**src/design/stff_pkg.sv**
```systemverilog
package stff_pkg;

    typedef enum logic [1:0] {
        MODE_ADD    = 2'd0,
        MODE_REMOVE = 2'd1,
        MODE_GET    = 2'd2,
        MODE_CLEAR  = 2'd3
    } mode_t;

    typedef enum logic [1:0] {
        ST_OK   = 2'd0,
        ST_MISS = 2'd1,
        ST_FULL = 2'd2,
        ST_NULL = 2'd3
    } status_t;

    typedef enum logic [1:0] {
        SCN_IDLE,
        SCN_GET,
        SCN_SCAN,
        SCN_DONE
    } scan_state_t;

    typedef struct packed {
        mode_t       mode;
        logic [31:0] item_value;
        logic [7:0]  slot_index;
    } in_item_t;

    typedef struct packed {
        status_t     status;
        logic [7:0]  result_index;
        logic [31:0] result_value;
        logic [8:0]  stored_count;
    } out_item_t;

    // Control strobes from the scan sequencer to the slot memory.
    typedef struct packed {
        logic rd_en;
        logic wr_en;
        logic clr_one;
        logic clr_all;
    } mem_ctl_t;

endpackage

```
**src/design/slot_table_first_free_core.sv**
```systemverilog
// Slot table with first-free allocation. Each input beat carries one operation (add, remove,
// get, clear) and produces exactly one result beat. The tokens live in a single-port-read,
// single-port-write SRAM-style array of SLOTS entries with a registered read; per-entry
// valid flops make reset and clear take effect at once, with no clearing pass. Add and remove
// scan the array from slot 0 upward, one read per cycle with each entry compared in the cycle
// after its read. One item is processed at a time; a new beat is accepted while the previous
// result still waits in the output register.
module slot_table_first_free_core #(
    parameter int SLOTS = 16
) (
    input  logic                aclk,
    input  logic                aresetn,
    input  logic                s_valid,
    output logic                s_ready,
    input  stff_pkg::in_item_t  s_data,
    output logic                m_valid,
    input  logic                m_ready,
    output stff_pkg::out_item_t m_data
);

    localparam int IW = (SLOTS > 1) ? $clog2(SLOTS) : 1;
    localparam int CW = $clog2(SLOTS + 1);

    stff_pkg::mem_ctl_t  mem_ctl;
    logic [IW-1:0]       rd_addr;
    logic [IW-1:0]       wr_addr;
    logic [31:0]         wr_data;
    logic [31:0]         rd_value;
    logic                out_load;
    logic                out_free;
    stff_pkg::out_item_t out_item;

    logic                m_valid_reg, m_valid_next;
    stff_pkg::out_item_t m_data_reg;

    stff_mem #(
        .SLOTS (SLOTS),
        .IW    (IW)
    ) u_mem (
        .aclk     (aclk),
        .aresetn  (aresetn),
        .ctl      (mem_ctl),
        .rd_addr  (rd_addr),
        .wr_addr  (wr_addr),
        .wr_data  (wr_data),
        .rd_value (rd_value)
    );

    stff_scan #(
        .SLOTS (SLOTS),
        .IW    (IW),
        .CW    (CW)
    ) u_scan (
        .aclk     (aclk),
        .aresetn  (aresetn),
        .in_valid (s_valid),
        .in_ready (s_ready),
        .in_item  (s_data),
        .out_free (out_free),
        .out_load (out_load),
        .out_item (out_item),
        .mem_ctl  (mem_ctl),
        .rd_addr  (rd_addr),
        .wr_addr  (wr_addr),
        .wr_data  (wr_data),
        .rd_value (rd_value)
    );

    assign out_free = !m_valid_reg || m_ready;

    always_comb begin
        m_valid_next = m_valid_reg;
        if (out_load) begin
            m_valid_next = 1'b1;
        end else if (m_ready) begin
            m_valid_next = 1'b0;
        end
    end

    always_ff @(posedge aclk) begin
        if (!aresetn) begin
            m_valid_reg <= 1'b0;
        end else begin
            m_valid_reg <= m_valid_next;
        end
    end

    always_ff @(posedge aclk) begin
        if (out_load) begin
            m_data_reg <= out_item;
        end
    end

    assign m_valid = m_valid_reg;
    assign m_data  = m_data_reg;

endmodule

```
**src/design/stff_mem.sv**
```systemverilog
module stff_mem #(
    parameter int SLOTS = 16,
    parameter int IW    = 4
) (
    input  logic              aclk,
    input  logic              aresetn,
    input  stff_pkg::mem_ctl_t ctl,
    input  logic [IW-1:0]     rd_addr,
    input  logic [IW-1:0]     wr_addr,
    input  logic [31:0]       wr_data,
    output logic [31:0]       rd_value
);

    logic [31:0]      mem [SLOTS];
    logic [31:0]      rd_data_reg;
    logic             rd_valid_reg;
    logic             rd_valid_next;
    logic [SLOTS-1:0] valid_reg;
    logic [SLOTS-1:0] valid_next;

    always_ff @(posedge aclk) begin
        if (ctl.wr_en) begin
            mem[wr_addr] <= wr_data;
        end
        if (ctl.rd_en) begin
            rd_data_reg <= mem[rd_addr];
        end
    end

    // An entry without its valid bit reads as empty, so reset and clear
    // never have to touch the array itself.
    always_comb begin
        valid_next = valid_reg;
        if (ctl.clr_all) begin
            valid_next = '0;
        end else if (ctl.wr_en) begin
            valid_next[wr_addr] = 1'b1;
        end else if (ctl.clr_one) begin
            valid_next[wr_addr] = 1'b0;
        end
        rd_valid_next = rd_valid_reg;
        if (ctl.rd_en) begin
            rd_valid_next = valid_reg[rd_addr];
        end
    end

    always_ff @(posedge aclk) begin
        if (!aresetn) begin
            valid_reg    <= '0;
            rd_valid_reg <= 1'b0;
        end else begin
            valid_reg    <= valid_next;
            rd_valid_reg <= rd_valid_next;
        end
    end

    assign rd_value = rd_valid_reg ? rd_data_reg : 32'd0;

endmodule

```
**src/design/stff_scan.sv**
```systemverilog
module stff_scan #(
    parameter int SLOTS = 16,
    parameter int IW    = 4,
    parameter int CW    = 5
) (
    input  logic               aclk,
    input  logic               aresetn,
    input  logic               in_valid,
    output logic               in_ready,
    input  stff_pkg::in_item_t in_item,
    input  logic               out_free,
    output logic               out_load,
    output stff_pkg::out_item_t out_item,
    output stff_pkg::mem_ctl_t mem_ctl,
    output logic [IW-1:0]      rd_addr,
    output logic [IW-1:0]      wr_addr,
    output logic [31:0]        wr_data,
    input  logic [31:0]        rd_value
);

    localparam logic [IW:0]   SLOTS_W = (IW + 1)'(SLOTS);
    localparam logic [IW-1:0] LAST    = IW'(SLOTS - 1);

    stff_pkg::scan_state_t state_reg, state_next;
    stff_pkg::mode_t       mode_reg, mode_next;
    logic [31:0]           token_reg, token_next;
    logic [IW:0]           issue_reg, issue_next;
    logic                  chk_valid_reg, chk_valid_next;
    logic [IW-1:0]         chk_idx_reg, chk_idx_next;
    logic [CW-1:0]         count_reg, count_next;
    stff_pkg::status_t     res_status_reg, res_status_next;
    logic [7:0]            res_index_reg, res_index_next;
    logic [31:0]           res_value_reg, res_value_next;

    logic accept;
    logic in_null;
    logic get_in_range;
    logic match;
    logic scan_last;
    logic [31:0] target;

    assign accept       = in_valid && in_ready;
    assign in_null      = (in_item.item_value == 32'd0);
    assign get_in_range = (9'(in_item.slot_index) < 9'(SLOTS));
    assign target       = (mode_reg == stff_pkg::MODE_ADD) ? 32'd0 : token_reg;
    assign match        = chk_valid_reg && (rd_value == target);
    assign scan_last    = chk_valid_reg && (chk_idx_reg == LAST);

    always_comb begin
        state_next = state_reg;
        case (state_reg)
            stff_pkg::SCN_IDLE: begin
                if (accept) begin
                    if (in_item.mode == stff_pkg::MODE_CLEAR) begin
                        state_next = stff_pkg::SCN_DONE;
                    end else if (in_item.mode == stff_pkg::MODE_GET) begin
                        state_next = get_in_range ? stff_pkg::SCN_GET : stff_pkg::SCN_DONE;
                    end else begin
                        state_next = in_null ? stff_pkg::SCN_DONE : stff_pkg::SCN_SCAN;
                    end
                end
            end
            stff_pkg::SCN_GET: begin
                state_next = stff_pkg::SCN_DONE;
            end
            stff_pkg::SCN_SCAN: begin
                if (match || scan_last) begin
                    state_next = stff_pkg::SCN_DONE;
                end
            end
            stff_pkg::SCN_DONE: begin
                if (out_free) begin
                    state_next = stff_pkg::SCN_IDLE;
                end
            end
            default: begin
                state_next = stff_pkg::SCN_IDLE;
            end
        endcase
    end

    always_comb begin
        in_ready        = 1'b0;
        out_load        = 1'b0;
        mem_ctl         = '0;
        rd_addr         = issue_reg[IW-1:0];
        wr_addr         = chk_idx_reg;
        wr_data         = token_reg;
        mode_next       = mode_reg;
        token_next      = token_reg;
        issue_next      = issue_reg;
        chk_valid_next  = 1'b0;
        chk_idx_next    = chk_idx_reg;
        count_next      = count_reg;
        res_status_next = res_status_reg;
        res_index_next  = res_index_reg;
        res_value_next  = res_value_reg;
        case (state_reg)
            stff_pkg::SCN_IDLE: begin
                in_ready = 1'b1;
                if (accept) begin
                    mode_next       = in_item.mode;
                    token_next      = in_item.item_value;
                    issue_next      = '0;
                    res_status_next = stff_pkg::ST_OK;
                    res_index_next  = 8'd0;
                    res_value_next  = 32'd0;
                    if (in_item.mode == stff_pkg::MODE_CLEAR) begin
                        mem_ctl.clr_all = 1'b1;
                        count_next      = '0;
                    end else if (in_item.mode == stff_pkg::MODE_GET) begin
                        rd_addr = in_item.slot_index[IW-1:0];
                        if (get_in_range) begin
                            mem_ctl.rd_en = 1'b1;
                        end else begin
                            res_status_next = stff_pkg::ST_MISS;
                        end
                    end else if (in_null) begin
                        res_status_next = stff_pkg::ST_NULL;
                    end
                end
            end
            stff_pkg::SCN_GET: begin
                res_value_next = rd_value;
                if (rd_value == 32'd0) begin
                    res_status_next = stff_pkg::ST_MISS;
                end
            end
            stff_pkg::SCN_SCAN: begin
                // Reads are issued one per cycle; the entry read last cycle
                // is compared while the next one is fetched.
                if (match) begin
                    res_index_next = 8'(chk_idx_reg);
                    if (mode_reg == stff_pkg::MODE_ADD) begin
                        mem_ctl.wr_en = 1'b1;
                        count_next    = count_reg + 1'b1;
                    end else begin
                        mem_ctl.clr_one = 1'b1;
                        if (count_reg != '0) begin
                            count_next = count_reg - 1'b1;
                        end
                    end
                end else if (scan_last) begin
                    res_status_next = (mode_reg == stff_pkg::MODE_ADD) ? stff_pkg::ST_FULL
                                                                       : stff_pkg::ST_MISS;
                end else if (issue_reg < SLOTS_W) begin
                    mem_ctl.rd_en  = 1'b1;
                    issue_next     = issue_reg + 1'b1;
                    chk_valid_next = 1'b1;
                    chk_idx_next   = issue_reg[IW-1:0];
                end
            end
            stff_pkg::SCN_DONE: begin
                out_load = out_free;
            end
            default: begin
            end
        endcase
    end

    always_ff @(posedge aclk) begin
        if (!aresetn) begin
            state_reg     <= stff_pkg::SCN_IDLE;
            chk_valid_reg <= 1'b0;
            count_reg     <= '0;
        end else begin
            state_reg     <= state_next;
            chk_valid_reg <= chk_valid_next;
            count_reg     <= count_next;
        end
    end

    always_ff @(posedge aclk) begin
        mode_reg       <= mode_next;
        token_reg      <= token_next;
        issue_reg      <= issue_next;
        chk_idx_reg    <= chk_idx_next;
        res_status_reg <= res_status_next;
        res_index_reg  <= res_index_next;
        res_value_reg  <= res_value_next;
    end

    always_comb begin
        out_item.status       = res_status_reg;
        out_item.result_index = res_index_reg;
        out_item.result_value = res_value_reg;
        out_item.stored_count = 9'(count_reg);
    end

`ifndef ASSERT_OFF
    a_count_bound: assert property (@(posedge aclk) disable iff (!aresetn)
        count_reg <= CW'(SLOTS))
        else $error("occupied count exceeds the table size");

    a_write_in_scan: assert property (@(posedge aclk) disable iff (!aresetn)
        (mem_ctl.wr_en || mem_ctl.clr_one) |-> (state_reg == stff_pkg::SCN_SCAN && match))
        else $error("slot written outside a matching scan step");

    a_clear_count: assert property (@(posedge aclk) disable iff (!aresetn)
        (accept && in_item.mode == stff_pkg::MODE_CLEAR) |=> (count_reg == '0))
        else $error("count not zero after clear");

    a_ready_idle: assert property (@(posedge aclk) disable iff (!aresetn)
        out_load |=> (state_reg == stff_pkg::SCN_IDLE && !chk_valid_reg))
        else $error("sequencer did not return to idle after a result");
`endif

endmodule
```
**config.mk**
```make
export PLATFORM = sky130hd
export DESIGN_NAME = slot_table_first_free_core
export DESIGN_NICKNAME = d
export VERILOG_FILES = /design/src/design/stff_pkg.sv /design/src/design/slot_table_first_free_core.sv /design/src/design/stff_mem.sv /design/src/design/stff_scan.sv
export SDC_FILE = /design/constraint.sdc
export NUM_CORES = 1
export LEC_CHECK = 0
export BUFFER_PORTS_ARGS = -buffer_cell sky130_fd_sc_hd__buf_2
export CAP_MARGIN = 20
export CORE_UTILIZATION = 42
export DETAILED_ROUTE_END_ITERATION = 12
export GPL_TIMING_DRIVEN = 1
export SETUP_SLACK_MARGIN = 0.5
export SLEW_MARGIN = 30
export SYNTH_ARGS = -nofsm -noshare
export SYNTH_HDL_FRONTEND = slang
export SYNTH_HIERARCHICAL = 1
export SYNTH_SLANG_ARGS = --single-unit
```
**constraint.sdc**
```tcl
create_clock -name aclk -period 7.5 [get_ports aclk]
set_clock_uncertainty 0.05 [all_clocks]
set_input_delay 0.375 -clock aclk [delete_from_list [all_inputs] [get_ports aclk]]
set_output_delay 0.375 -clock aclk [all_outputs]
set_load 0.05 [all_outputs]
```
==> results of run 1 <==
[per-layer routing]
layer	GRT usage	vias to the layer above
met5	0	-
met4	0.0833	0
met3	0.0288	112
met2	0.311	548
met1	0.269	7075
li1	-	5726
[cell usage in the layout, fill, tap and decap left out, types with 5 or more instances in the layout]
cell           instances
xnor2_1                8
clkbuf_1              10
nor2_1                28
nor2b_1               11
nand2_1               29
bufinv_16              8
buf_4                 22
nand4_1                6
mux4_2               162
inv_2                 13
dfxtp_1               25
edfxtp_1             676
nor3_1                 7
dlygate4sd3_1         34
clkinv_2              15
xor2_1                 6
buf_2                 98
conb_1                 8
nor4_1                14
clkinvlp_4             5
ha_1                   9
mux2i_1                6
clkbuf_16             76
a21oi_1               24
inv_1                 28
o21ai_0               22
nand2b_1              10
and2_1                62
nand3_1               17
o22ai_1                8
clkinv_1              17
[Yosys cell counts, drive strengths merged, types with 8 or more instances]
cell    number  area, sq um
dfxtp       26          521
and2        63          394
o22ai        8         50.1
xnor2        8         70.1
inv         46          173
clkbuf      23         86.3
a21oi       24          120
mux4       162         3650
ha           9          113
nor4        16          106
edfxtp     676        20300
nand2b      11         76.3
nand3       17         85.1
buf         37          273
o21ai       25          129
nor2b       11         68.8
nand2       30          115
nor2        28          105
[worst paths after layout]
path                                           to  slack, ns  cells after the start                                  start
setup / recovery  u_mem/rd_data_reg[11]$_DFFE_PP_       2.32                      9       u_scan/state_reg[1]$_SDFFE_PN0P_
hold / removal               m_valid$_SDFFE_PN0P_       0.04                      3                                m_ready
setup reg to reg  u_mem/rd_data_reg[11]$_DFFE_PP_       2.32                      9       u_scan/state_reg[1]$_SDFFE_PN0P_
hold reg to reg              m_data[44]$_DFFE_PP_       0.37                      0  u_scan/res_index_reg[3]$_SDFFCE_PN0P_
[kinds of logic after synthesis]
| group | count (synthesis) | share of synthesized area |
|---|---|---|
| AOI/OAI and AO/OA | 95 | 0.0238 |
| DFF | 702 | 0.764 |
| other | 1 | 0.000138 |
| adders and majority gates | 10 | 0.00487 |
| and+or+nand+nor | 214 | 0.0453 |
| muxes | 173 | 0.138 |
| xor gates and xnor gates | 14 | 0.00450 |
| buffers and inverters | 106 | 0.0195 |
[worst max-delay path, cell delays in order, from the launching register on]
cell,delay [ns]
dfxtp_1,0.38
inv_1,0.11
ha_1,0.32
nand2_1,0.26
clkinv_2,0.71
nand2_1,0.57
mux2_8,0.76
buf_4,0.56
mux4_2,0.39
mux4_2,0.54
[where the power goes]
part / internal (W) / switching [W] / leakage [nW]
Clock: 0.00212 / 0.00146 / 1.15
Sequential: 0.00477 / 0.000272 / 6.36
Combinational: 0.00102 / 0.00124 / 2.67
Total: 0.00791 / 0.00297 / 10.2
[metrics by stage]
stage                     instance area (sq um)  hold slack [ns]  worst slack (ns)   util
after global routing                      31500           0.0347              2.00  0.490
after floorplan                           27300            0.350              3.24      -
after CTS                                 31500          0.00279              2.26  0.490
after global placement                    28700            0.355              2.21  0.447
after detailed placement                  28800            0.356              2.27  0.448
final                                     31500           0.0404              2.32  0.490
[area by class of cell]
class / instances / area share
clock buffer: 86 / 0.0616
clock inverter: 45 / 0.0137
inverter: 46 / 0.00580
multi-input combinational: 514 / 0.191
sequential: 702 / 0.661
tap: 855 / 0.0340
timing repair buffer: 156 / 0.0334
==> impl_results.rst, run 1 <==
.. list-table::
   :header-rows: 1

   * - Metric
     - Value
   * - Netlist cell types
     - 71
   * - Final antenna-violating net count
     - 0
   * - Final #Nets
     - 1,548
   * - Wire length on met1
     - 27,100 um
   * - Total half-perimeter wirelength after legalization and detailed placement
     - 37,600 um
   * - Area growth syn-to-layout
     - 15.6%
   * - Finished Layout Cells
     - 2,404
   * - Data required time of the worst path
     - 7.76 ns
   * - Syn Std Cell Area
     - 27,300 sq um
   * - Slew HR
     - 0.321
   * - Multi-input logic area
     - 6010 sq um
   * - # setup viols final
     - 0
   * - Number of synthesized flops with an enable pin
     - 676
   * - VDD IR-drop max
     - 351 uV
   * - Resized Gates After CTS
     - 0
   * - CP Class
     - register to register
   * - Flip-flop count of the largest register after layout
     - 512
   * - Initial DRT Pass Iterations
     - 5
   * - Clk root buf
     - clkbuf_16
   * - Count of hold buffers inserted by post-cts repair
     - 34
   * - Sequential fraction of the synthesis area
     - 0.764
   * - Fin Setup TNS
     - 0 ns
   * - Average footprint of a synthesized cell
     - 20.7 sq um
   * - Count of buffers inserted at the top-level ports
     - 98
   * - Detailed-route wire length per cell
     - 26.3 um
   * - Power Dens Cells
     - 345 nW/um^2
   * - Antenna violations before repair
     - 1
   * - Clk pin slew, worst setup/hold paths
     - 0.06 ns
   * - Clock buffers created by TritonCTS
     - 72
   * - Die height
     - 257 um
   * - Filler cell count in the final layout
     - 5,247
   * - Overall routing resource usage
     - 0.195
   * - Max-cap violations
     - 0
   * - Signal arrival time at the worst endpoint
     - 5.45 ns
   * - Share of post-route cells with drive strength above 1
     - 0.277
   * - Maximum number of pins on one net before global-route repair
     - 101
   * - RSZ-0062 raised after global routing
     - no
   * - Min-Delay Path Class
     - primary input to register
   * - Slew at the pin with the worst max-slew slack
     - 1.02 ns
   * - Placement row count
     - 93
   * - CTS tree
     - done
   * - Met3 layer wire length in the routed design
     - 3600 um
   * - Final period utilization
     - 0.691
   * - Core footprint
     - 64,200 sq um
   * - Number of warning messages in the yosys log
     - 6
   * - Via density per instance
     - 5.60
   * - WL final
     - 63,300 um
   * - Clock tree buffer depth
     - 3
   * - Clock tree sinks
     - 702
   * - Maximum net fanout on the critical path
     - 100
   * - Yosys reg bits
     - 702
   * - Number of DRC violations after detailed routing
     - 0
   * - CP endpoint kind
     - register
   * - Count of buffers added by post-CTS timing repair for setup
     - 0
   * - Weighted congestion reported at the end of routability-driven placement
     - 0.892
   * - Via count of the routed design
     - 13,461
   * - Htree depth
     - 3
   * - Initial core utilization
     - 0.424
   * - Category of the worst setup path launch point
     - register
   * - Number of violations reported at the end of detailed-routing iteration 0
     - 1,476
   * - Run status
     - finished clean
   * - Total Power Consumption
     - 0.0109 W
   * - Met2 wire len
     - 30,500 um
   * - Fraction of registers with async set/reset
     - 0
   * - Full die area
     - 65,900 sq um
   * - Top flip-flop cell by instance count after synthesis
     - edfxtp_1
   * - Min Clock Period, post-route
     - 5.18 ns
   * - Number of pins with negative max-slew slack in the final report
     - 0
   * - Number of instances in the synthesized netlist
     - 1,315
   * - Pleak
     - 10.2 nW
   * - Fin. Hold Viols
     - 0
   * - Sequential Area
     - 20,800 sq um
   * - Chip Width
     - 257 um
   * - Io pins
     - 99
   * - FMAX
     - 0.193 GHz
   * - Via count of the first global-routing pass
     - 13,729
   * - Top Layer Used
     - met4
   * - Number of placed instances with taps included
     - 2,239
   * - Leftover overflow at the end of global routing
     - 0
   * - Skew-Pair Late Insertion Delay
     - 0.61 ns
   * - First-pass GRT wire length
     - 92,700 um
   * - Count of antenna diodes in the layout
     - 0
Note: power is estimated with default switching activity, not from simulation.
==> run 2: changes to the inputs <==
ABC_AREA = 1   (was default)
clock period = 5.2 ns   (was 7.5 ns; I/O delays follow)
==> impl_results.rst, run 2 <==
.. list-table::
   :header-rows: 1

   * - Metric
     - Value
   * - Run status
     - finished clean (unchanged)
   * - Maximum number of pins on one net before global-route repair
     - 171 (was 101)
   * - Power Dens Cells
     - 535 nW/um^2 (was 345 nW/um^2)
   * - Chip Width
     - 262 um (was 257 um)
   * - Share of post-route cells with drive strength above 1
     - 0.124 (was 0.277)
   * - Number of synthesized flops with an enable pin
     - 676 (unchanged)
   * - Proportion of netlist area held by the largest area contributor
     - 0.713 (was 0.745)
   * - CP endpoint kind
     - register (unchanged)
   * - Area growth syn-to-layout
     - 14.7% (was 15.6%)
   * - Cell taking the most area after synthesis
     - edfxtp_1 (unchanged)
   * - Number of DRC violations after detailed routing
     - 0 (unchanged)
   * - Maximum net fanout on the critical path
     - 56 (was 100)
   * - Slew at the pin with the worst max-slew slack
     - 0.913 ns (was 1.02 ns)
   * - Top cells by area in the synthesized netlist
     - edfxtp_1 (71%), nor2_1 (5.9%), o21ai_0 (3.9%), nand2_1 (3.2%), o211ai_1 (3.1%) (was edfxtp_1 (74%), mux4_2 (13%), dfxtp_1 (1.9%), and2_1 (1.4%), inv_1 (0.62%))
   * - VDD IR-drop max
     - 335 uV (was 351 uV)
   * - # setup viols final
     - 0 (unchanged)
   * - Count of buffers inserted at the top-level ports
     - 98 (unchanged)
   * - Via density per instance
     - 5.46 (was 5.60)
   * - Category of the worst setup path launch point
     - register (unchanged)
   * - Min-Delay Path Class
     - primary input to register (unchanged)
   * - Weighted congestion reported at the end of routability-driven placement
     - 0.859 (was 0.892)
   * - Number of violations reported at the end of detailed-routing iteration 0
     - 1,733 (was 1,476)
   * - Number of instances in the synthesized netlist
     - 2,305 (was 1,315)
   * - Fin. Hold Viols
     - 0 (unchanged)
   * - Number of placed instances with taps included
     - 3,200 (was 2,239)
   * - Clock tree buffer depth
     - 3 (unchanged)
   * - Initial DRT Pass Iterations
     - 5 (unchanged)
   * - Netlist cell types
     - 47 (was 71)
   * - Sequential fraction of the synthesis area
     - 0.731 (was 0.764)
   * - Detailed-route wire length per cell
     - 22.0 um (was 26.3 um)
   * - Finished Layout Cells
     - 3,373 (was 2,404)
   * - Final antenna-violating net count
     - 0 (unchanged)
   * - Signal arrival time at the worst endpoint
     - 4.42 ns (was 5.45 ns)
   * - Syn Std Cell Area
     - 28,500 sq um (was 27,300 sq um)
   * - Master of the slowest instance on the critical path
     - nor2_4 (was mux2_8)
   * - Final period utilization
     - 0.800 (was 0.691)
   * - Pleak
     - 11.6 nW (was 10.2 nW)
   * - Final #Nets
     - 2,502 (was 1,548)
   * - CP Class
     - register to register (unchanged)
   * - Clk root buf
     - clkbuf_16 (unchanged)
   * - Top library cells by usage in the layout, fill and taps aside
     - edfxtp_1 (676), nor2_1 (432), nand2_1 (246) (was edfxtp_1 (676), mux4_2 (162), buf_2 (98))
   * - Die height
     - 262 um (was 257 um)
   * - Total half-perimeter wirelength after legalization and detailed placement
     - 42,600 um (was 37,600 um)
   * - Fraction of registers with async set/reset
     - 0 (unchanged)
   * - Via count of the routed design
     - 18,407 (was 13,461)
   * - Slew HR
     - 0.390 (was 0.321)
   * - List of cells traversed by the critical path
     - inv_2 > nand2_8 > nand2_1 > xor2_1 > nand2_1 > nor2_1 > nand3_1 > inv_1 > nand3_1 > nor2_1 > clkinvlp_4 > buf_4 > nor2_4 > buf_4 (was inv_1 > ha_1 > nand2_1 > clkinv_2 > nand2_1 > mux2_8 > buf_4 > mux4_2 > mux4_2)
   * - Number of pins with negative max-slew slack in the final report
     - 0 (unchanged)
   * - Average footprint of a synthesized cell
     - 12.4 sq um (was 20.7 sq um)
   * - Number of warning messages in the yosys log
     - 6 (unchanged)
   * - Io pins
     - 99 (unchanged)
   * - Number of buffers and inverters on the critical path
     - 5 (was 3)
   * - First-pass GRT wire length
     - 112,000 um (was 92,700 um)
   * - Yosys reg bits
     - 702 (unchanged)
   * - Core footprint
     - 67,200 sq um (was 64,200 sq um)
   * - Antenna violations before repair
     - 0 (was 1)
   * - Top cell types by occurrence after synthesis
     - edfxtp_1 (676), nor2_1 (444), nand2_1 (246), o21ai_0 (222), inv_1 (144) (was edfxtp_1 (676), mux4_2 (162), and2_1 (63), inv_1 (45), nand2_1 (29))
   * - Top flip-flop cell by instance count after synthesis
     - edfxtp_1 (unchanged)
   * - FMAX
     - 0.240 GHz (was 0.193 GHz)
   * - Final WS setup
     - 1.04 ns (was 2.32 ns)
   * - RSZ-0062 raised after global routing
     - no (unchanged)
   * - Htree depth
     - 3 (unchanged)
   * - Sequential Area
     - 20,800 sq um (about the same)
   * - Via count of the first global-routing pass
     - 17,852 (was 13,729)
   * - Clock tree sinks
     - 702 (unchanged)
   * - Clk pin slew, worst setup/hold paths
     - 0.06 ns (about the same)
   * - CP top delay family
     - simple AND/OR/NAND/NOR gates (was multiplexers)
   * - Filler cell count in the final layout
     - 5,812 (was 5,247)
   * - Overall routing resource usage
     - 0.215 (was 0.195)
   * - Util after Layout
     - 0.487 (was 0.490)
   * - Data required time of the worst path
     - 5.46 ns (was 7.76 ns)
   * - Final worst hold slack
     - 0.125 ns (was 0.0404 ns)
   * - CTS tree
     - done (unchanged)
   * - Full die area
     - 68,900 sq um (was 65,900 sq um)
   * - Initial core utilization
     - 0.424 (about the same)
   * - Clock buffers created by TritonCTS
     - 73 (was 72)
   * - Worst slack after detailed placement
     - 0.936 ns (was 2.27 ns)
   * - WL final
     - 74,300 um (was 63,300 um)
   * - Leftover overflow at the end of global routing
     - 0 (unchanged)
   * - Worst stage delay on the critical path
     - 0.73 ns (was 0.76 ns)
   * - Max-cap violations
     - 0 (unchanged)
   * - Placement row count
     - 95 (was 93)
   * - Cell with the most instances after synthesis
     - edfxtp_1 (unchanged)
   * - Fin Setup TNS
     - 0 ns (unchanged)
   * - Min Clock Period, post-route
     - 4.16 ns (was 5.18 ns)
   * - Multi-input logic area
     - 6560 sq um (was 6010 sq um)
   * - Most common library cell in the layout ignoring fill and taps
     - edfxtp_1 (unchanged)
   * - Skew-Pair Late Insertion Delay
     - 0.61 ns (about the same)
   * - Flip-flop count of the largest register after layout
     - 512 (unchanged)
run 2: cell count changes after synthesis, moves of 99 or more:
cell	delta
inv_1	+99
o211ai_1	+117
nand2_1	+217
o21ai_0	+199
mux4_2	-162
nor2_1	+416
run 2: power breakdown:
part	internal, W	switching, W
Combinational	0.00146	0.00369
Clock	0.00289	0.00210
Sequential	0.00697	0.000373
run 2: cell families after synthesis:
kind of cell	Yosys count	share of synthesized area
and+or+nand+nor	848	0.123
muxes	3	0.00119
other	1	0.000132
adders and majority gates	10	0.00466
DFF	702	0.731
xor gates and xnor gates	13	0.00400
AOI/OAI and AO/OA	444	0.0912
buffers and inverters	284	0.0449
run 2: tightest hold or removal path, cell delays in order:
cell and delay [ns]:
buf_2 0.11, o22ai_1 0.09, inv_1 0.11, a21oi_1 0.09, nor2_1 0.09
run 2: final cells by class:
cell class,instances,area share
Multi-Input combinational cell,1326,0.201
Sequential cell,702,0.637
Clock inverter,32,0.00823
Clock buffer,95,0.0607
Timing Repair Buffer,195,0.0424
Tap cell,873,0.0334
Antenna cell,2,0.000153
Inverter,148,0.0175
run 2: worst paths after layout:
path	start	endpoint	slack, ns	depth (start not counted)
worst max-delay path	u_scan/mode_reg[0]$_DFFE_PP_	u_mem/mem[1][24]$_DFFE_PP_	1.04	14
worst min-delay path	s_valid	u_scan/state_reg[1]$_SDFFE_PN0P_	0.13	5
worst max register to register	u_scan/mode_reg[0]$_DFFE_PP_	u_mem/mem[1][24]$_DFFE_PP_	1.04	14
worst min register to register	u_scan/res_value_reg[2]$_SDFFCE_PN0P_	m_data[11]$_DFFE_PP_	0.37	0
run 2: metrics by stage:
stage,total power [W],instance area (sq um)
floorplan,0.0109,28500
finish,0.0175,32700
detailed placement,0.0126,30000
CTS,0.0176,32600
global route,0.0183,32700
global placement,0.0125,30000
run 2: metal layers:
metal,GRT usage,routed length (um),up-vias
li1,-,-,8442
met1,0.296,32200,9147
met2,0.355,35700,700
met3,0.0281,4530,118
met4,0.0712,1820,0
met5,0,0,-
run 2: timing repair:
action                     4_1_cts  5_1_grt
hold endpoints to repair        43        0
setup endpoints to repair        0      285
gates resized for setup          0        1
buffers inserted                 0        7
hold buffers                    37        0
